$ cat config.mk
export PLATFORM = sky130hd
export DESIGN_NAME = mfd_out_fifo
export DESIGN_NICKNAME = d
export VERILOG_FILES = /design/src/sv/mfd_pkg.sv /design/src/sv/mfd_out_fifo.sv
export SDC_FILE = /design/constraint.sdc
export NUM_CORES = 1
export LEC_CHECK = 0
export BUFFER_PORTS_ARGS = -buffer_cell sky130_fd_sc_hd__buf_2
export CORE_MARGIN = 5
export CORE_UTILIZATION = 55
export CTS_BUF_LIST = sky130_fd_sc_hd__clkbuf_4 sky130_fd_sc_hd__clkbuf_8
export CTS_CLUSTER_DIAMETER = 30
export CTS_CLUSTER_SIZE = 14
export DETAILED_ROUTE_END_ITERATION = 12
export PLACE_DENSITY = 0.78
export RECOVER_POWER = 50
export SYNTH_ARGS = -nofsm -noshare
export SYNTH_HDL_FRONTEND = slang
export SYNTH_SLANG_ARGS = --single-unit
$ cat constraint.sdc
create_clock -name clk -period 6.5 [get_ports clk]
set_clock_uncertainty 0.15 [all_clocks]
set_input_delay 0.65 -clock clk [delete_from_list [all_inputs] [get_ports clk]]
set_output_delay 0.65 -clock clk [all_outputs]
set_load 0.05 [all_outputs]
$ cat src/sv/mfd_pkg.sv
// shared types, codes and constants for the mfm flux interval deserializer
`timescale 1ns / 1ps

package mfd_pkg;

    localparam int HIST_BINS_DEFAULT = 1024;

    localparam int TIME_W   = 32;
    localparam int BIN_W    = 10;
    localparam int LIMIT_W  = 10;
    localparam int OP_W     = 2;
    localparam int BYTE_W   = 8;
    localparam int COUNT_W  = 32;
    localparam int SHIFT_W  = 12;
    localparam int POS_W    = 3;
    localparam int CELLS_W  = 3;
    localparam int CFG_IDX_W = 2;

    localparam int BYTE_CELLS = 8;

    localparam int OUT_DEPTH = 4;
    localparam int OUT_CNT_W = $clog2(OUT_DEPTH + 1);

    // operation codes
    localparam logic [OP_W-1:0] OP_EDGE        = 2'd0;
    localparam logic [OP_W-1:0] OP_TRACK_START = 2'd1;
    localparam logic [OP_W-1:0] OP_HIST_READ   = 2'd2;

    // register indexes
    localparam logic [CFG_IDX_W-1:0] CFG_RUNT_LIMIT  = 2'd0;
    localparam logic [CFG_IDX_W-1:0] CFG_LIMIT_TWO   = 2'd1;
    localparam logic [CFG_IDX_W-1:0] CFG_LIMIT_THREE = 2'd2;
    localparam logic [CFG_IDX_W-1:0] CFG_LIMIT_FOUR  = 2'd3;

    localparam logic [LIMIT_W-1:0] RUNT_LIMIT_RESET  = 10'd240;
    localparam logic [LIMIT_W-1:0] LIMIT_TWO_RESET   = 10'd400;
    localparam logic [LIMIT_W-1:0] LIMIT_THREE_RESET = 10'd560;
    localparam logic [LIMIT_W-1:0] LIMIT_FOUR_RESET  = 10'd720;

    // histogram action codes
    localparam logic [1:0] HIST_NONE  = 2'd0;
    localparam logic [1:0] HIST_INC   = 2'd1;
    localparam logic [1:0] HIST_CLEAR = 2'd2;

    typedef struct packed {
        logic              valid;
        logic              has_result;
        logic              is_count;
        logic [BYTE_W-1:0] data_byte;
        logic [1:0]        hist_op;
    } mfd_stage_t;

    typedef struct packed {
        logic [COUNT_W-1:0] bin_count;
        logic [BYTE_W-1:0]  data_byte;
        logic               is_count;
    } mfd_result_t;

endpackage

$ cat src/sv/mfd_out_fifo.sv
// small result queue between the pipeline and the output channel
`timescale 1ns / 1ps

module mfd_out_fifo (
    input  logic                              clk,
    input  logic                              rst_n,
    input  logic                              push,
    input  mfd_pkg::mfd_result_t              push_data,
    input  logic                              pop,
    output logic                              not_empty,
    output mfd_pkg::mfd_result_t              head,
    output logic [mfd_pkg::OUT_CNT_W-1:0]     count
);

    localparam int PW = $clog2(mfd_pkg::OUT_DEPTH);

    mfd_pkg::mfd_result_t         entry_reg [mfd_pkg::OUT_DEPTH];
    logic [PW-1:0]                wr_ptr_reg;
    logic [PW-1:0]                rd_ptr_reg;
    logic [mfd_pkg::OUT_CNT_W-1:0] count_reg;

    always_ff @(posedge clk or negedge rst_n)
    begin
        if (!rst_n)
        begin
            wr_ptr_reg <= '0;
            rd_ptr_reg <= '0;
            count_reg  <= '0;
        end
        else
        begin
            if (push)
            begin
                wr_ptr_reg <= wr_ptr_reg + PW'(1);
            end
            if (pop)
            begin
                rd_ptr_reg <= rd_ptr_reg + PW'(1);
            end
            if (push && !pop)
            begin
                count_reg <= count_reg + mfd_pkg::OUT_CNT_W'(1);
            end
            else if (pop && !push)
            begin
                count_reg <= count_reg - mfd_pkg::OUT_CNT_W'(1);
            end
        end
    end

    always_ff @(posedge clk)
    begin
        if (push)
        begin
            entry_reg[wr_ptr_reg] <= push_data;
        end
    end

    assign not_empty = (count_reg != '0);
    assign head      = entry_reg[rd_ptr_reg];
    assign count     = count_reg;

endmodule

==> results.cfg, run 1 <==
[run_status]
status = finished, violations left
violations = max-capacitance violations, max-slew violations

[timing]
clock.fmax_ghz = 0.229
maxSlewHeadroom_pct = -103
tightest_slew_ns = 3.04
setup_viol = 0
fin_crit_ns = 4.37
grt_setup_unrepaired = no
fin_crit_sh_pct = 67.2
fin_tns_setup_ns = 0
slew_violations = 86
hold_viol = 0

[global_route]
grtUsageTotal_pct = 15.2
grt_max_degree = 44
grt_pass1_vias = 3030
antenna_found_initial = 1
grt_pass1_wl_mm = 15.8
gr-total-overflow = 0

[detailed_routing]
drt_iter0_markers = 228
via_count = 2739
drc = 0
wl_per_cell_um = 20.0
vias_per_cell = 5.45
first_pass_iters = 4
ant_nets = 0
drt-total-wl_mm = 10.0

[critical_path]
r2r_cells = 2
r2r-start = wr_ptr_reg[0]$_DFFE_PN0P_
rr_endpoint = entry_reg[3][26]$_DFFE_PP_
crit_end = head[39]
r2r_slack_ns = 3.09
worstPathArrival_ns = 3.57
crit_fanout = 43
cp-start-kind = flop
criticalPathCategory = flop to output pin
worst_setup_path_end_kind = output pin
cp-startpoint = rd_ptr_reg[0]$_DFFE_PN0P_
required_ns = 5.70

[clock_tree]
cts_resized = 0
postCtsHoldBufs = 1
root_buffer = clkbuf_8
htree_levels = 4
post_cts_buffers = 0
clkSinkCount = 171
tritoncts = yes
insertion_delay_ns = 0.43
cts.path.max_buffers = 2
clk_pin_slew_ns = 0.08
cts_made_buffers = 17

[finish]
fill_cells = 795
largest_reg_flops = 164
diodes = 0
syn2layout_area_growth_pct = 13.7
layout.cells.non_filler = 503
drive_gt1_share_pct = 32.8
final_nets = 398

[synthesis]
synth-adder-area-share_pct = 1.30
synthMuxAreaShare_pct = 14.9
synth_area_um2 = 6360
synth-compound-area-share_pct = 0.0787
synth_warnings = 0
ys_seq_area_share_pct = 80.2
ys_ff_latch = 171
netlist_instances = 248
avgSynthCellArea_um2 = 25.6
synth_cell_types = 19
synth_top_family_by_area = multiplexers
syn_nets = 299
yosys.area_share.simple_pct = 0.669
synth-xor-area-share_pct = 0.826

[floorplan]
die_w_um = 118
fp.coreArea_um2 = 11400
io_pins = 90
start_util_pct = 55.9
die_h_um = 118
dieArea_um2 = 13800
std_cell_rows = 39

[placed_design]
dpl.hpwl_mm = 5.75
gp_congestion = 0.651
port_buffers = 89
dp.cells = 470

[pwr]
peakVddDrop_v = 0.000331
p_leak_uw = 0.00241
power_density_nw_per_um2 = 514

[hold_path]
holdCritPathClass = input pin to flop
whs_path_depth = 2

[run]
cap_violations = 2
cells in the final DEF (no fill, tap or decap), drive strengths merged:
| cell | synthesis | layout |
|---|---|---|
| or3 | 1 | 1 |
| mux4 | 41 | 41 |
| clkinvlp | 0 | 1 |
| fa | 1 | 1 |
| nand2 | 2 | 2 |
| and2 | 4 | 4 |
| ha | 5 | 5 |
| edfxtp | 164 | 164 |
| bufinv | 0 | 2 |
| buf | 9 | 43 |
| nor2 | 1 | 1 |
| dfrtp | 7 | 7 |
| inv | 4 | 4 |
| xnor2 | 2 | 2 |
| o21ai | 1 | 1 |
| dlygate4sd3 | 0 | 1 |
| mux2 | 1 | 1 |
| clkbuf | 1 | 71 |
| clkinv | 0 | 4 |
| xor2 | 4 | 4 |
cells in the mapped netlist:
master / count / share of area [%]
xnor2_1: 2 / 0.28
edfxtp_1: 164 / 77
nand2_1: 2 / 0.12
and2_1: 4 / 0.39
xor2_1: 4 / 0.55
nor2_1: 1 / 0.059
or3_1: 1 / 0.098
mux4_2: 38 / 13
fa_1: 1 / 0.31
buf_12: 4 / 1.3
clkbuf_1: 1 / 0.059
buf_2: 4 / 0.31
mux2_2: 1 / 0.18
mux4_1: 3 / 1.2
inv_1: 4 / 0.24
ha_1: 5 / 0.98
o21ai_0: 1 / 0.079
buf_6: 1 / 0.18
dfrtp_1: 7 / 2.8
area by class of cell:
class                   count  area [um^2]  share of cell area [%]
clock buffers              25          319                    4.41
flip-flops and latches    171         5100                    70.5
repair buffers             90          398                    5.50
clock inverters             7         87.6                    1.21
well taps                 143          179                    2.47
inverters                   4         15.0                   0.208
multi-input cells          63         1130                    15.7
stage by stage:
| stage | setup WS (ns) | utilization, % | instance area, um^2 | total power [uW] | hold WS (ns) |
|---|---|---|---|---|---|
| final | 2.13 | 63.6 | 7230 | 3720 | 0.278 |
| after global routing | 1.64 | 63.6 | 7230 | 3900 | 0.257 |
| after CTS | 3.26 | 64.2 | 7290 | 3770 | 0.232 |
| after detailed placement | 3.76 | 60.5 | 6880 | 3030 | 0.333 |
| after global placement | 3.78 | 60.5 | 6880 | 3000 | 0.320 |
| after floorplan | 4.30 | - | 6360 | 2770 | 0.204 |
worst min path at each step:
stage | startpoint | to | slack, ns
6_report | pop | rd_ptr_reg[0]$_DFFE_PN0P_ | 0.28
5_1_grt | pop | rd_ptr_reg[0]$_DFFE_PN0P_ | 0.26
4_1_cts | pop | rd_ptr_reg[0]$_DFFE_PN0P_ | 0.23
3_5_place_dp | count[2]$_DFFE_PN0P_ | count[2]$_DFFE_PN0P_ | 0.33
3_3_place_gp | count[2]$_DFFE_PN0P_ | count[2]$_DFFE_PN0P_ | 0.32
2_1_floorplan | rst_n | count[0]$_DFFE_PN0P_ | 0.20
cells by family after synthesis:
| family | Yosys count |
|---|---|
| AOI/OAI and AO/OA | 1 |
| xor gates and xnor gates | 6 |
| adders and majority gates | 6 |
| buffers and inverters | 14 |
| DFF | 171 |
| muxes | 42 |
| and+or+nand+nor | 8 |
worst max-delay path, cell delays in order (launching register included):
cell     delay [ns]
dfrtp_1        2.13
mux4_1         0.75
buf_2          0.24
layer usage:
layer	global-route usage (%)	wire (um)	up-vias
met5	0	20	-
met4	6.02	132	2
met3	6.01	670	15
met2	24.8	5120	89
met1	18.3	4090	1396
li1	-	-	1237
power breakdown:
group	switching (uW)	total, uW	internal, uW
Combinational	913	1340	432
Clock	339	737	397
Sequential	187	1640	1450
Total	1440	3720	2280
Note: power is estimated with default switching activity, not from simulation.
==> inputs of run 2 (changes only) <==
--- a/config.mk
+++ b/config.mk
@@ -5,14 +5,15 @@
 export SDC_FILE = /design/constraint.sdc
 export NUM_CORES = 1
 export LEC_CHECK = 0
+export ABC_AREA = 1
 export BUFFER_PORTS_ARGS = -buffer_cell sky130_fd_sc_hd__buf_2
 export CORE_MARGIN = 5
-export CORE_UTILIZATION = 55
+export CORE_UTILIZATION = 54
 export CTS_BUF_LIST = sky130_fd_sc_hd__clkbuf_4 sky130_fd_sc_hd__clkbuf_8
 export CTS_CLUSTER_DIAMETER = 30
 export CTS_CLUSTER_SIZE = 14
 export DETAILED_ROUTE_END_ITERATION = 12
-export PLACE_DENSITY = 0.78
+export PLACE_DENSITY = 0.79
 export RECOVER_POWER = 50
 export SYNTH_ARGS = -nofsm -noshare
 export SYNTH_HDL_FRONTEND = slang
==> constraint.sdc (replaced) <==
create_clock -name clk -period 3.8 [get_ports clk]
set_clock_uncertainty 0.15 [all_clocks]
set_input_delay 0.38 -clock clk [delete_from_list [all_inputs] [get_ports clk]]
set_output_delay 0.38 -clock clk [all_outputs]
set_load 0.05 [all_outputs]
==> run 2 against run 1 <==
  * The run still ends with max-capacitance violations, max-slew violations left
  * Count of clock-buffer cells in the layout fell by 6
  * Critical endpoint is now head[23]
  * Hold slack got worse by 0.21 ns
  * Die area rose by 9.1%
  * Clock power grew 64%
  * Critical path type unchanged
  * Via count up 55%
  * Combinational power up 130%
  * Sequential share of layout area fell by 8.0 points
  * Sequential power grew 63%
  * Synthesized cell count rose by 110%
  * Non-clock buffer count is 45 higher
==> results.cfg, run 2 <==
[detailed_routing]
drt_iter0_markers = 262
first_pass_iters = 4
via_count = 4232
vias_per_cell = 5.06
ant_nets = 0
drt-total-wl_mm = 12.9
wl_per_cell_um = 15.5
drc = 0

[finish]
largest_reg_flops = 164
layout_common_cells = edfxtp_1, nand2_1, inv_1
layout_commonest_cell = edfxtp_1
syn2layout_area_growth_pct = 19.0
final_nets = 703
diodes = 0
drive_gt1_share_pct = 12.0
fill_cells = 950

[critical_path]
worstPathArrival_ns = 2.22
required_ns = 3.27
cp-startpoint = rd_ptr_reg[0]$_DFFE_PN0P_
rr_endpoint = entry_reg[3][6]$_DFFE_PP_
r2r_cells = 3
cp_slowest_cell = dfrtp_4
path_cells = buf_4 -> o211ai_1 -> nand2_1 -> buf_2
r2r-start = wr_ptr_reg[0]$_DFFE_PN0P_
cp_top_family = flip-flops
cp-start-kind = flop
crit_fanout = 55
crit_end = head[23]
criticalPathCategory = flop to output pin
worst_setup_path_end_kind = output pin
r2r_slack_ns = 1.25
path_depth = 4
crit_buf_inv = 2
slowest_delay_ns = 0.79

[clock_tree]
clk_pin_slew_ns = 0.08
clkSinkCount = 171
insertion_delay_ns = 0.46
cts.path.max_buffers = 2
cts_resized = 0
root_buffer = clkbuf_8
tritoncts = yes
htree_levels = 4
cts_made_buffers = 17

[run]
cap_violations = 1

[run_status]
violations = max-capacitance violations, max-slew violations
status = finished, violations left

[floorplan]
die_h_um = 123
dieArea_um2 = 15100
fp.coreArea_um2 = 12500
io_pins = 90
start_util_pct = 54.8
die_w_um = 123
std_cell_rows = 41

[synthesis]
synthArstFlopShare_pct = 4.09
netlist_instances = 526
synthFlopType = edfxtp_1
ys_ff_latch = 171
synthTopCellsByArea = edfxtp_1, o211ai_1, nand2_1
synth_top_area_share_pct = 71.8
ys_seq_area_share_pct = 74.3
synth_warnings = 0
synth_area_um2 = 6860
synth_cell_types = 18
ys_top_cells_by_count = edfxtp_1, nand2_1, inv_1
synth_most_common_cell = edfxtp_1
avgSynthCellArea_um2 = 13.0
synth_edf_count = 164
syn_nets = 577
yosysTopAreaCell = edfxtp_1

[timing]
grt_setup_unrepaired = no
tightest_slew_ns = 1.83
hold_viol = 0
setup_viol = 0
slew_violations = 42
fin_tns_setup_ns = 0
maxSlewHeadroom_pct = -22.3
fin_crit_ns = 2.75
clock.fmax_ghz = 0.364
fin_crit_sh_pct = 72.4
timing.final.ws_setup_ns = 1.05

[global_route]
grt_max_degree = 76
antenna_found_initial = 0
grtUsageTotal_pct = 18.8
gr-total-overflow = 0
grt_pass1_vias = 4304
grt_pass1_wl_mm = 21.2

[pwr]
power_density_nw_per_um2 = 851
peakVddDrop_v = 0.000921
p_leak_uw = 0.00323

[placed_design]
pre_cts_slack_ns = 1.54
gp_congestion = 0.733
dpl.hpwl_mm = 7.68
port_buffers = 89

[hold_path]
holdCritPathClass = input pin to flop
## run 2: changes by cell type in the layout (fill, tap and decap cells not counted), sizes merged, moves of 2 or more
cell	previous run	this run
clkbuf	71	66
clkinv	4	8
nand2	2	137
inv	4	95
and2	4	0
dlygate4sd3	1	43
o211ai	0	82
buf	43	45
mux4	41	0
## run 2: repair_timing
| action | 4_1_cts | 5_1_grt |
|---|---|---|
| hold buffers | 43 | 0 |
| hold endpoints to repair | 172 | 0 |
| setup buffers | 0 | 0 |
## run 2: cell families after synthesis
family	count (synthesis)	share of synthesized area (%)
compound gates	83	9.04
buf+inv	122	7.22
simple gates	140	7.71
flops	171	74.3
fa+ha+maj	6	1.20
xor+xnor	4	0.511
## run 2: where the power goes
part | switching [uW] | internal, uW | leakage [uW]
logic | 2380 | 691 | 0.00145
registers | 190 | 2480 | 0.00159
clock network | 615 | 590 | 0.000192
## run 2: layer usage
metal	vias up	share of wire (%)	GRT usage (%)
met3	19	5.6	5.62
li1	2064	-	-
met1	2042	42	23.4
met2	107	51	31.6
met5	-	0	0
met4	0	1.5	6.02
## run 2: metrics by stage
| stage | hold WS [ns] | cells | instance area (um^2) | util (%) | power (uW) |
|---|---|---|---|---|---|
| 2_1_floorplan | -0.0656 | 526 | 6860 | - | 5070 |
| 3_3_place_gp | 0.0686 | 762 | 7420 | 59.3 | 5690 |
| 3_5_place_dp | 0.0759 | 762 | 7420 | 59.3 | 5800 |
| 4_1_cts | 0.0481 | 836 | 8230 | 65.7 | 7020 |
| 5_1_grt | 0.0681 | 836 | 8170 | 65.2 | 7330 |
| 6_report | 0.0663 | 836 | 8170 | 65.2 | 6950 |
## run 2: cell type report
type / count / area (um^2) / share of cell area (%)
clock buffer: 19 / 249 / 3.05
tap: 172 / 215 / 2.64
multi-input combinational: 233 / 1270 / 15.5
sequential: 171 / 5100 / 62.5
clock inverter: 12 / 125 / 1.53
inverter: 94 / 353 / 4.32
timing repair buffer: 135 / 852 / 10.4
## run 2: worst min path at each step
stage / from / to / depth (start not counted)
6_report: push / wr_ptr_reg[0]$_DFFE_PN0P_ / 2
3_3_place_gp: rst_n / wr_ptr_reg[0]$_DFFE_PN0P_ / 1
5_1_grt: push / wr_ptr_reg[0]$_DFFE_PN0P_ / 2
4_1_cts: push / wr_ptr_reg[1]$_DFFE_PN0P_ / 2
2_1_floorplan: rst_n / count[0]$_DFFE_PN0P_ / 0
3_5_place_dp: rst_n / count[2]$_DFFE_PN0P_ / 1
