`src/sv/mfd_pkg.sv`:
```
// shared types, codes and constants for the mfm flux interval deserializer
`timescale 1ns / 1ps

package mfd_pkg;

    localparam int HIST_BINS_DEFAULT = 1024;

    localparam int TIME_W   = 32;
    localparam int BIN_W    = 10;
    localparam int LIMIT_W  = 10;
    localparam int OP_W     = 2;
    localparam int BYTE_W   = 8;
    localparam int COUNT_W  = 32;
    localparam int SHIFT_W  = 12;
    localparam int POS_W    = 3;
    localparam int CELLS_W  = 3;
    localparam int CFG_IDX_W = 2;

    localparam int BYTE_CELLS = 8;

    localparam int OUT_DEPTH = 4;
    localparam int OUT_CNT_W = $clog2(OUT_DEPTH + 1);

    // operation codes
    localparam logic [OP_W-1:0] OP_EDGE        = 2'd0;
    localparam logic [OP_W-1:0] OP_TRACK_START = 2'd1;
    localparam logic [OP_W-1:0] OP_HIST_READ   = 2'd2;

    // register indexes
    localparam logic [CFG_IDX_W-1:0] CFG_RUNT_LIMIT  = 2'd0;
    localparam logic [CFG_IDX_W-1:0] CFG_LIMIT_TWO   = 2'd1;
    localparam logic [CFG_IDX_W-1:0] CFG_LIMIT_THREE = 2'd2;
    localparam logic [CFG_IDX_W-1:0] CFG_LIMIT_FOUR  = 2'd3;

    localparam logic [LIMIT_W-1:0] RUNT_LIMIT_RESET  = 10'd240;
    localparam logic [LIMIT_W-1:0] LIMIT_TWO_RESET   = 10'd400;
    localparam logic [LIMIT_W-1:0] LIMIT_THREE_RESET = 10'd560;
    localparam logic [LIMIT_W-1:0] LIMIT_FOUR_RESET  = 10'd720;

    // histogram action codes
    localparam logic [1:0] HIST_NONE  = 2'd0;
    localparam logic [1:0] HIST_INC   = 2'd1;
    localparam logic [1:0] HIST_CLEAR = 2'd2;

    typedef struct packed {
        logic              valid;
        logic              has_result;
        logic              is_count;
        logic [BYTE_W-1:0] data_byte;
        logic [1:0]        hist_op;
    } mfd_stage_t;

    typedef struct packed {
        logic [COUNT_W-1:0] bin_count;
        logic [BYTE_W-1:0]  data_byte;
        logic               is_count;
    } mfd_result_t;

endpackage

```
`src/sv/mfd_edge_stage.sv`:
```
// input register, interval classing, cell shifter and threshold registers
`timescale 1ns / 1ps

module mfd_edge_stage #(
    parameter int HIST_BINS = mfd_pkg::HIST_BINS_DEFAULT
) (
    input  logic                              clk,
    input  logic                              rst_n,
    input  logic                              accept,
    input  logic [mfd_pkg::OP_W-1:0]          operation,
    input  logic [mfd_pkg::TIME_W-1:0]        edge_time,
    input  logic [mfd_pkg::BIN_W-1:0]         bin_index,
    input  logic                              cfg_we,
    input  logic [mfd_pkg::CFG_IDX_W-1:0]     cfg_index,
    input  logic [mfd_pkg::LIMIT_W-1:0]       cfg_data,
    output logic                              s1_valid,
    output mfd_pkg::mfd_stage_t               stage_out,
    output logic [$clog2(HIST_BINS)-1:0]      hist_addr
);

    localparam int AW = $clog2(HIST_BINS);
    localparam int SW = ((AW > mfd_pkg::LIMIT_W) ? AW : mfd_pkg::LIMIT_W) + 1;
    localparam int RW = ((AW > mfd_pkg::BIN_W) ? AW : mfd_pkg::BIN_W) + 1;

    logic [mfd_pkg::LIMIT_W-1:0] runt_limit_reg;
    logic [mfd_pkg::LIMIT_W-1:0] limit_two_reg;
    logic [mfd_pkg::LIMIT_W-1:0] limit_three_reg;
    logic [mfd_pkg::LIMIT_W-1:0] limit_four_reg;

    logic [mfd_pkg::TIME_W-1:0]  last_edge_time_reg;
    logic [mfd_pkg::TIME_W-1:0]  diff;

    logic                        in_valid_reg;
    logic [mfd_pkg::OP_W-1:0]    op_reg;
    logic [mfd_pkg::BIN_W-1:0]   bin_reg;
    logic                        diff_small_reg;
    logic [AW-1:0]               diff_lo_reg;

    logic [mfd_pkg::LIMIT_W-1:0] pending_runt_reg;
    logic [mfd_pkg::LIMIT_W-1:0] pending_runt_next;
    logic [mfd_pkg::SHIFT_W-1:0] cell_shift_reg;
    logic [mfd_pkg::SHIFT_W-1:0] cell_shift_next;
    logic [mfd_pkg::POS_W-1:0]   cell_position_reg;
    logic [mfd_pkg::POS_W-1:0]   cell_position_next;

    logic [SW-1:0]               interval;
    logic                        in_range;
    logic [RW-1:0]               bin_ext;
    logic [mfd_pkg::CELLS_W-1:0] cells;
    logic [mfd_pkg::POS_W:0]     pos_sum;
    logic [mfd_pkg::SHIFT_W-1:0] byte_shift;

    assign diff = edge_time - last_edge_time_reg;

    // threshold registers
    always_ff @(posedge clk or negedge rst_n)
    begin
        if (!rst_n)
        begin
            runt_limit_reg  <= mfd_pkg::RUNT_LIMIT_RESET;
            limit_two_reg   <= mfd_pkg::LIMIT_TWO_RESET;
            limit_three_reg <= mfd_pkg::LIMIT_THREE_RESET;
            limit_four_reg  <= mfd_pkg::LIMIT_FOUR_RESET;
        end
        else if (cfg_we)
        begin
            unique case (cfg_index)
                mfd_pkg::CFG_RUNT_LIMIT:  runt_limit_reg  <= cfg_data;
                mfd_pkg::CFG_LIMIT_TWO:   limit_two_reg   <= cfg_data;
                mfd_pkg::CFG_LIMIT_THREE: limit_three_reg <= cfg_data;
                mfd_pkg::CFG_LIMIT_FOUR:  limit_four_reg  <= cfg_data;
                default: ;
            endcase
        end
    end

    // input register, time difference taken on transfer
    always_ff @(posedge clk or negedge rst_n)
    begin
        if (!rst_n)
        begin
            in_valid_reg       <= 1'b0;
            last_edge_time_reg <= '0;
        end
        else
        begin
            in_valid_reg <= accept;
            if (accept && (operation == mfd_pkg::OP_EDGE ||
                           operation == mfd_pkg::OP_TRACK_START))
            begin
                last_edge_time_reg <= edge_time;
            end
        end
    end

    always_ff @(posedge clk)
    begin
        if (accept)
        begin
            op_reg         <= operation;
            bin_reg        <= bin_index;
            diff_small_reg <= (diff[mfd_pkg::TIME_W-1:AW] == '0);
            diff_lo_reg    <= diff[AW-1:0];
        end
    end

    // decoder state
    always_ff @(posedge clk or negedge rst_n)
    begin
        if (!rst_n)
        begin
            pending_runt_reg  <= '0;
            cell_shift_reg    <= mfd_pkg::SHIFT_W'(1);
            cell_position_reg <= mfd_pkg::POS_W'(1);
        end
        else
        begin
            pending_runt_reg  <= pending_runt_next;
            cell_shift_reg    <= cell_shift_next;
            cell_position_reg <= cell_position_next;
        end
    end

    always_comb
    begin
        interval = SW'(diff_lo_reg) + SW'(pending_runt_reg);
        in_range = diff_small_reg && (interval < SW'(HIST_BINS));
        bin_ext  = RW'(bin_reg);

        pending_runt_next  = pending_runt_reg;
        cell_shift_next    = cell_shift_reg;
        cell_position_next = cell_position_reg;
        cells              = '0;
        pos_sum            = '0;
        byte_shift         = '0;

        stage_out.valid      = in_valid_reg;
        stage_out.has_result = 1'b0;
        stage_out.is_count   = 1'b0;
        stage_out.data_byte  = '0;
        stage_out.hist_op    = mfd_pkg::HIST_NONE;
        hist_addr            = bin_ext[AW-1:0];

        if (in_valid_reg)
        begin
            unique case (op_reg)
                mfd_pkg::OP_EDGE:
                begin
                    if (in_range)
                    begin
                        stage_out.hist_op = mfd_pkg::HIST_INC;
                        hist_addr         = interval[AW-1:0];
                        if (interval < SW'(runt_limit_reg))
                        begin
                            pending_runt_next = interval[mfd_pkg::LIMIT_W-1:0];
                        end
                        else
                        begin
                            pending_runt_next = '0;
                            if (interval < SW'(limit_two_reg))
                            begin
                                cells = 3'd2;
                            end
                            else if (interval < SW'(limit_three_reg))
                            begin
                                cells = 3'd3;
                            end
                            else if (interval < SW'(limit_four_reg))
                            begin
                                cells = 3'd4;
                            end
                            if (cells != '0)
                            begin
                                cell_shift_next = (cell_shift_reg << cells)
                                                  | mfd_pkg::SHIFT_W'(1);
                                pos_sum = {1'b0, cell_position_reg} + {1'b0, cells};
                                if (pos_sum >= (mfd_pkg::POS_W + 1)'(mfd_pkg::BYTE_CELLS))
                                begin
                                    cell_position_next = pos_sum[mfd_pkg::POS_W-1:0];
                                    byte_shift = cell_shift_next >> cell_position_next;
                                    stage_out.has_result = 1'b1;
                                    stage_out.data_byte  = byte_shift[mfd_pkg::BYTE_W-1:0];
                                end
                                else
                                begin
                                    cell_position_next = pos_sum[mfd_pkg::POS_W-1:0];
                                end
                            end
                        end
                    end
                end
                mfd_pkg::OP_TRACK_START:
                begin
                    pending_runt_next  = '0;
                    cell_shift_next    = mfd_pkg::SHIFT_W'(1);
                    cell_position_next = mfd_pkg::POS_W'(1);
                end
                mfd_pkg::OP_HIST_READ:
                begin
                    stage_out.has_result = 1'b1;
                    stage_out.is_count   = 1'b1;
                    if (bin_ext < RW'(HIST_BINS))
                    begin
                        stage_out.hist_op = mfd_pkg::HIST_CLEAR;
                    end
                end
                default: ;
            endcase
        end
    end

    assign s1_valid = in_valid_reg;

endmodule

```
`config.mk`:
```
export PLATFORM = sky130hd
export DESIGN_NAME = mfd_edge_stage
export DESIGN_NICKNAME = d
export VERILOG_FILES = /design/src/sv/mfd_pkg.sv /design/src/sv/mfd_edge_stage.sv
export SDC_FILE = /design/constraint.sdc
export NUM_CORES = 1
export LEC_CHECK = 0
export BUFFER_PORTS_ARGS = -buffer_cell sky130_fd_sc_hd__buf_4
export CAP_MARGIN = 0
export CORE_MARGIN = 5
export CORE_UTILIZATION = 39
export CTS_CLUSTER_SIZE = 12
export DETAILED_ROUTE_END_ITERATION = 12
export HOLD_SLACK_MARGIN = 0.15
export MAX_ROUTING_LAYER = met4
export PLACE_DENSITY = 0.6
export SETUP_SLACK_MARGIN = 0.5
export SLEW_MARGIN = 20
export SYNTH_ARGS = -nofsm -noshare
export SYNTH_HDL_FRONTEND = slang
export SYNTH_SLANG_ARGS = --single-unit
```
`constraint.sdc`:
```
create_clock -name clk -period 7 [get_ports clk]
set_clock_uncertainty 0.15 [all_clocks]
set_input_delay 0.35 -clock clk [delete_from_list [all_inputs] [get_ports clk]]
set_output_delay 0.35 -clock clk [all_outputs]
set_load 0.01 [all_outputs]
```
==> results of run 1 <==
==> per-layer routing <==
| metal | track usage, % | vias to the layer above |
|---|---|---|
| li1 | - | 3643 |
| met1 | 22.2 | 3352 |
| met2 | 30.6 | 146 |
| met3 | 3.13 | 24 |
| met4 | 5.37 | 0 |
| met5 | - | - |
==> cell families after synthesis <==
logic type / count (synthesis) / share of synthesized area (%)
mux: 46 / 5.99
xor+xnor: 26 / 2.69
fa+ha+maj: 83 / 12.5
compound gates: 267 / 20.8
buf+inv: 128 / 5.84
simple gates: 269 / 15.0
flops: 120 / 37.1
==> timing repair <==
item                                    in CTS  in global routing
setup buffers                                1                  3
pin swaps                                    0                  6
gates cloned                                 0                  0
hold endpoints to repair                   118                  0
endpoints found under the setup margin       8                  7
hold buffers                                56                  0
resized for setup                            6                 13
==> how the worst min path moves through the flow <==
stage | endpoint | slack (ps) | start | cells after the start
floorplan | cell_position_reg[1]$_DFFE_PN0P_ | -100 | rst_n | 0
global placement | limit_three_reg[1]$_DFFE_PN0P_ | 170 | rst_n | 1
detailed placement | limit_three_reg[1]$_DFFE_PN0P_ | 180 | rst_n | 1
CTS | runt_limit_reg[5]$_DFFE_PN1P_ | 170 | cfg_index[1] | 4
global route | runt_limit_reg[4]$_DFFE_PN1P_ | 150 | cfg_index[0] | 4
finish | runt_limit_reg[5]$_DFFE_PN1P_ | 130 | cfg_index[0] | 4
==> worst max-delay path, delay by kind of cell, from the launching register on <==
| kind | cells | cell delay (ps) |
|---|---|---|
| xor+xnor | 2 | 380 |
| compound gates | 8 | 1610 |
| simple gates | 7 | 1540 |
| buf+inv | 2 | 220 |
| fa+ha+maj | 4 | 1260 |
| flops | 1 | 370 |
==> power by group through the flow <==
stage | clock network (uW) | registers [uW] | logic, uW
3_5_place_dp | 0 | 948 | 2360
3_3_place_gp | 0 | 948 | 2360
2_1_floorplan | 0 | 926 | 1840
6_report | 907 | 940 | 2590
4_1_cts | 925 | 939 | 2430
5_1_grt | 961 | 956 | 2860
==> metrics by stage <==
step / util [%] / instances / setup slack [ps] / power (uW) / cell area, um^2
global route: 50.4 / 1361 / 482 / 4780 / 10700
floorplan: - / 939 / 1170 / 2760 / 8460
finish: 50.4 / 1361 / 703 / 4430 / 10700
CTS: 49.8 / 1358 / 520 / 4300 / 10500
detailed placement: 44.1 / 1269 / 580 / 3310 / 9330
global placement: 44.1 / 1269 / 755 / 3310 / 9330
==> layout make-up <==
class                   instances  area [um^2]  share of cell area (%)
clock buffers                  17          425                    3.99
well taps                     275          344                    3.23
clock inverters                15          176                    1.65
repair buffers                147         1240                    11.7
inverters                      96          360                    3.38
multi-input cells             691         4970                    46.7
flip-flops and latches        120         3140                    29.4
==> cells in the final DEF, fill, tap and decap left out, types with 6 or more instances in the layout <==
cell type / count
a21o_1: 23
a21oi_1: 53
a22o_1: 19
a31oi_1: 8
buf_4: 91
clkbuf_16: 17
dfrtp_1: 82
dfstp_2: 15
dlygate4sd3_1: 56
edfxtp_1: 23
ha_1: 78
inv_1: 93
mux2_2: 37
mux2i_1: 9
nand2_1: 109
nand2b_1: 7
nand3_1: 29
nand4_1: 11
nor2_1: 53
nor2b_1: 8
nor3_1: 12
o211ai_1: 6
o21a_1: 9
o21ai_0: 66
o21ai_1: 13
o21bai_1: 8
o22ai_1: 7
o31ai_1: 6
or3_1: 6
xnor2_1: 15
xor2_1: 9
==> run metrics, run 1 <==
die area 24700 um^2; Total Neg Setup Slack 0 ps; syn nets 1082; number of synthesis warnings 0; die width 157 um; most frequent cells after synthesis 109 x nand2_1, 93 x inv_1, 82 x dfrtp_1; area leader, netlist dfrtp_1; Setup crit end stage_out[8]; met1 WL 9670 um; clock buffer depth 2; P_int 2460 uW; LEAKAGE 0.00487 uW; crit end category output pin; Die H 157 um; source of the critical timing path diff_lo_reg[0]$_DFFE_PP_; Residual DRC 0; RSZ-0062 raised after global routing false; status complete, no violations; Tot GR Track Use 18.1%; fin crit period 6300 ps; combinational power share 58.3%; CP max stage cell or4_4; final setup fails 0; vias per cell 5.26; CTS tree yes; maximum vdd ir drop 0.000230 V; clock power share 20.5%; Reg clk slew, reported paths 60 ps; nets 1216; ys flop type dfrtp_1; startpoint types flop; detailed-route wire length 21400 um; vias in the first global route 7103; Cell Rows 53; number of distinct library cells after synthesis 75; buffers added on ports 83; critical setup path kind reg2out; routability cong. 0.894; Yosys reg bits 120; crit-path max cell delay 540 ps; Synth Area per Inst 9.00 um^2; Initial Utilization 40.0%; Worst-Margin Slew 1040 ps; worst-skew pair later-pin latency 430 ps; CP cell instances ha_1 -> fa_2 -> a211oi_2 -> nor2_1 -> nor2_1 -> nor2_1 -> nor2_1 -> o21bai_1 -> a21oi_2 -> xnor2_4 -> ha_4 -> a2111o_1 -> a211oi_2 -> o21ai_2 -> and2_4 -> a21oi_4 -> inv_2 -> fa_2 -> xnor2_1 -> or4_4 -> or3_1 -> o211ai_2 -> buf_4; Clock Tree Root clkbuf_16; routed length on met2 10500 um; Max-Cap Viols 0; post-synthesis async set-or-reset flop share 80.8%; Mapped Cells 939; DRT iter0 DRCs 423; top layer in use met4; reg2reg start diff_lo_reg[0]$_DFFE_PP_; fillers 1956; Sink Count 120; pwr/cell area 416 nW/um^2; Sequential Power Share 21.2%; Overflow after GRT 0; R2R setup slack 2030 ps; min-delay worst type in2reg; Largest register FFs 32; antenna viol nets, final 0; Synth top area share 24.3%; fraction of the cycle the final worst path needs 90.0%; r2r endpoint cell_position_reg[1]$_DFFE_PN0P_; Vias 7165; Max Clk Rate 159 MHz; largest net degree at the start of global routing 65; Ant. Diodes 0; Slew HR 28.9%; Final Hold Viols 0; antenna violations before repair 0; sequential area share after synthesis 37.1%; CTS HTree Levels 4; CP max FO 7; P&R area growth vs syn 26.1%; synth top area cells dfrtp_1 24%, ha_1 12%, edfxtp_1 8.2%; Sw Ratio 44.5%; Max Slew Vio Count 0; top-count cell post-synth nand2_1; drt pass-1 iters 5; Worst EP required 6500 ps; first-pass GRT wire length 34800 um; P_sw 1970 uW; FF-to-FF path depth 22; top-level I/O count 84; TritonCTS Buffers 17; Worst Path Arrival 5800 ps; DP HPWL 15500 um; WL met3 830 um; cell repeated most along the worst path nor2_1; cell area after synthesis 8460 um^2; Post-synth EDFFs 23; drt wl/cell 15.7 um; core area 21200 um^2; hold slack 134 ps; share of layout cells above drive strength 1 19.6%
No activity file was read; power rests on OpenSTA's default activity.
==> inputs of run 2 (changes only) <==
--- a/config.mk
+++ b/config.mk
@@ -12,7 +12,6 @@
 export CTS_CLUSTER_SIZE = 12
 export DETAILED_ROUTE_END_ITERATION = 12
 export HOLD_SLACK_MARGIN = 0.15
-export MAX_ROUTING_LAYER = met4
 export PLACE_DENSITY = 0.6
 export SETUP_SLACK_MARGIN = 0.5
 export SLEW_MARGIN = 20
==> run 2 against run 1 <==
Compared with the run above:
- non-clock buffer count increased by 3
- largest power group unchanged
- total power rose by 0.15%
- fmax is 0.28% lower
- global-route usage is 0.52 points lower
- core utilization grew 0.13 points
==> run metrics, run 2 (synthesis results as in run 1) <==
final setup fails 0; r2r endpoint cell_position_reg[1]$_DFFE_PN0P_; fillers 1962; source of the critical timing path diff_lo_reg[0]$_DFFE_PP_; RSZ-0062 raised after global routing false; DRT iter0 DRCs 491; Overall Power 4440 uW; pwr/cell area 415 nW/um^2; Worst Path Arrival 5810 ps; Reg clk slew, reported paths 60 ps; Worst EP required 6500 ps; vias in the first global route 7117; Total Neg Setup Slack 0 ps; CTS HTree Levels 4; FF-to-FF path depth 22; crit end category output pin; LEAKAGE 0.00488 uW; Worst-Margin Slew 1030 ps; Ant. Diodes 0; hold path cells 4; most common cell after layout, fill and taps aside nand2_1; Clock Tree Root clkbuf_16; largest net degree at the start of global routing 65; fraction of the cycle the final worst path needs 90.2%; Vias 7201; nets 1219; P&R area growth vs syn 26.4%; Slew HR 29.8%; Initial Utilization 40.0%; antenna violations before repair 0; Tot GR Track Use 17.6%; fin crit period 6310 ps; Largest register FFs 32; Max Clk Rate 158 MHz; hold slack 124 ps; share of layout cells above drive strength 1 19.8%; TritonCTS Buffers 17; fin worst setup slack 686 ps; most frequent cells in the layout 109 x nand2_1, 93 x inv_1, 93 x buf_4, 82 x dfrtp_1, 77 x ha_1; drt wl/cell 15.8 um; antenna viol nets, final 0; die width 157 um; reg2reg start diff_lo_reg[0]$_DFFE_PP_; drt pass-1 iters 5; final core occ 50.5%; critical setup path kind reg2out; die area 24700 um^2; Residual DRC 0; Cell Rows 53; Setup crit end stage_out[8]; CP max FO 7; CTS tree yes; detailed-route wire length 21500 um; DP HPWL 15500 um; first-pass GRT wire length 34800 um; top-level I/O count 84; vias per cell 5.28; startpoint types flop; buffers added on ports 83; Final Hold Viols 0; Max Slew Vio Count 0; Max-Cap Viols 0; routability cong. 0.880; maximum vdd ir drop 0.000229 V; min-delay worst type in2reg; worst-skew pair later-pin latency 430 ps; Overflow after GRT 0; Die H 157 um; pre-CTS setup slack 580 ps; clock buffer depth 2; R2R setup slack 2030 ps; status complete, no violations; Sink Count 120; core area 21200 um^2
==> run 2: cell type report <==
| class | count | area [um^2] | area share (%) |
|---|---|---|---|
| multi-input cells | 691 | 4980 | 46.6 |
| flip-flops and latches | 120 | 3140 | 29.3 |
| clock inverters | 15 | 176 | 1.65 |
| clock buffers | 17 | 425 | 3.98 |
| repair buffers | 150 | 1270 | 11.9 |
| well taps | 275 | 344 | 3.22 |
| inverters | 96 | 360 | 3.37 |
==> run 2: how the worst min path moves through the flow <==
stage | from | end
after detailed placement | rst_n | limit_three_reg[1]$_DFFE_PN0P_
after floorplan | rst_n | cell_position_reg[1]$_DFFE_PN0P_
after CTS | cfg_index[1] | runt_limit_reg[5]$_DFFE_PN1P_
after global routing | cfg_index[1] | runt_limit_reg[4]$_DFFE_PN1P_
final | cfg_index[1] | runt_limit_reg[5]$_DFFE_PN1P_
after global placement | rst_n | limit_three_reg[1]$_DFFE_PN0P_
==> run 2: critical path, cell delays in order (launching register included) <==
cell and delay (ps):
edfxtp_1 370, ha_2 220, fa_2 410, a211oi_2 230, nor2_1 100, nor2_1 90
nor2_1 40, nor2_1 170, o21bai_1 110, a21oi_2 250, xnor2_4 200, ha_4 260
a2111o_1 400, a211oi_2 230, o21ai_2 120, and2_4 220, a21oi_4 190, inv_2 80
fa_2 380, xnor2_1 170, or4_4 540, or3_1 380, o211ai_2 80, buf_4 140
==> run 2: routing by layer <==
layer  share of wire, %  track usage [%]
met1                 45             22.1
met2                 49             30.6
met3                4.0             3.41
met4                1.5             5.12
met5                  0                0
==> run 2: repair_timing <==
item | CTS | global route
gates resized for setup | 6 | 14
setup endpoints to repair | 8 | 7
hold buffers | 56 | 1
hold endpoints to repair | 118 | 1
setup buffers | 1 | 5
pin swaps | 0 | 7
==> run 2: per-stage QoR <==
stage	instances	instance area [um^2]
floorplan	939	8460
global placement	1269	9330
detailed placement	1269	9330
CTS	1358	10500
global route	1364	10700
finish	1364	10700
==> run 2: power by group <==
group	internal, uW	switching (uW)
clock network	560	349
logic	1040	1550
registers	862	78.1
total	2460	1980
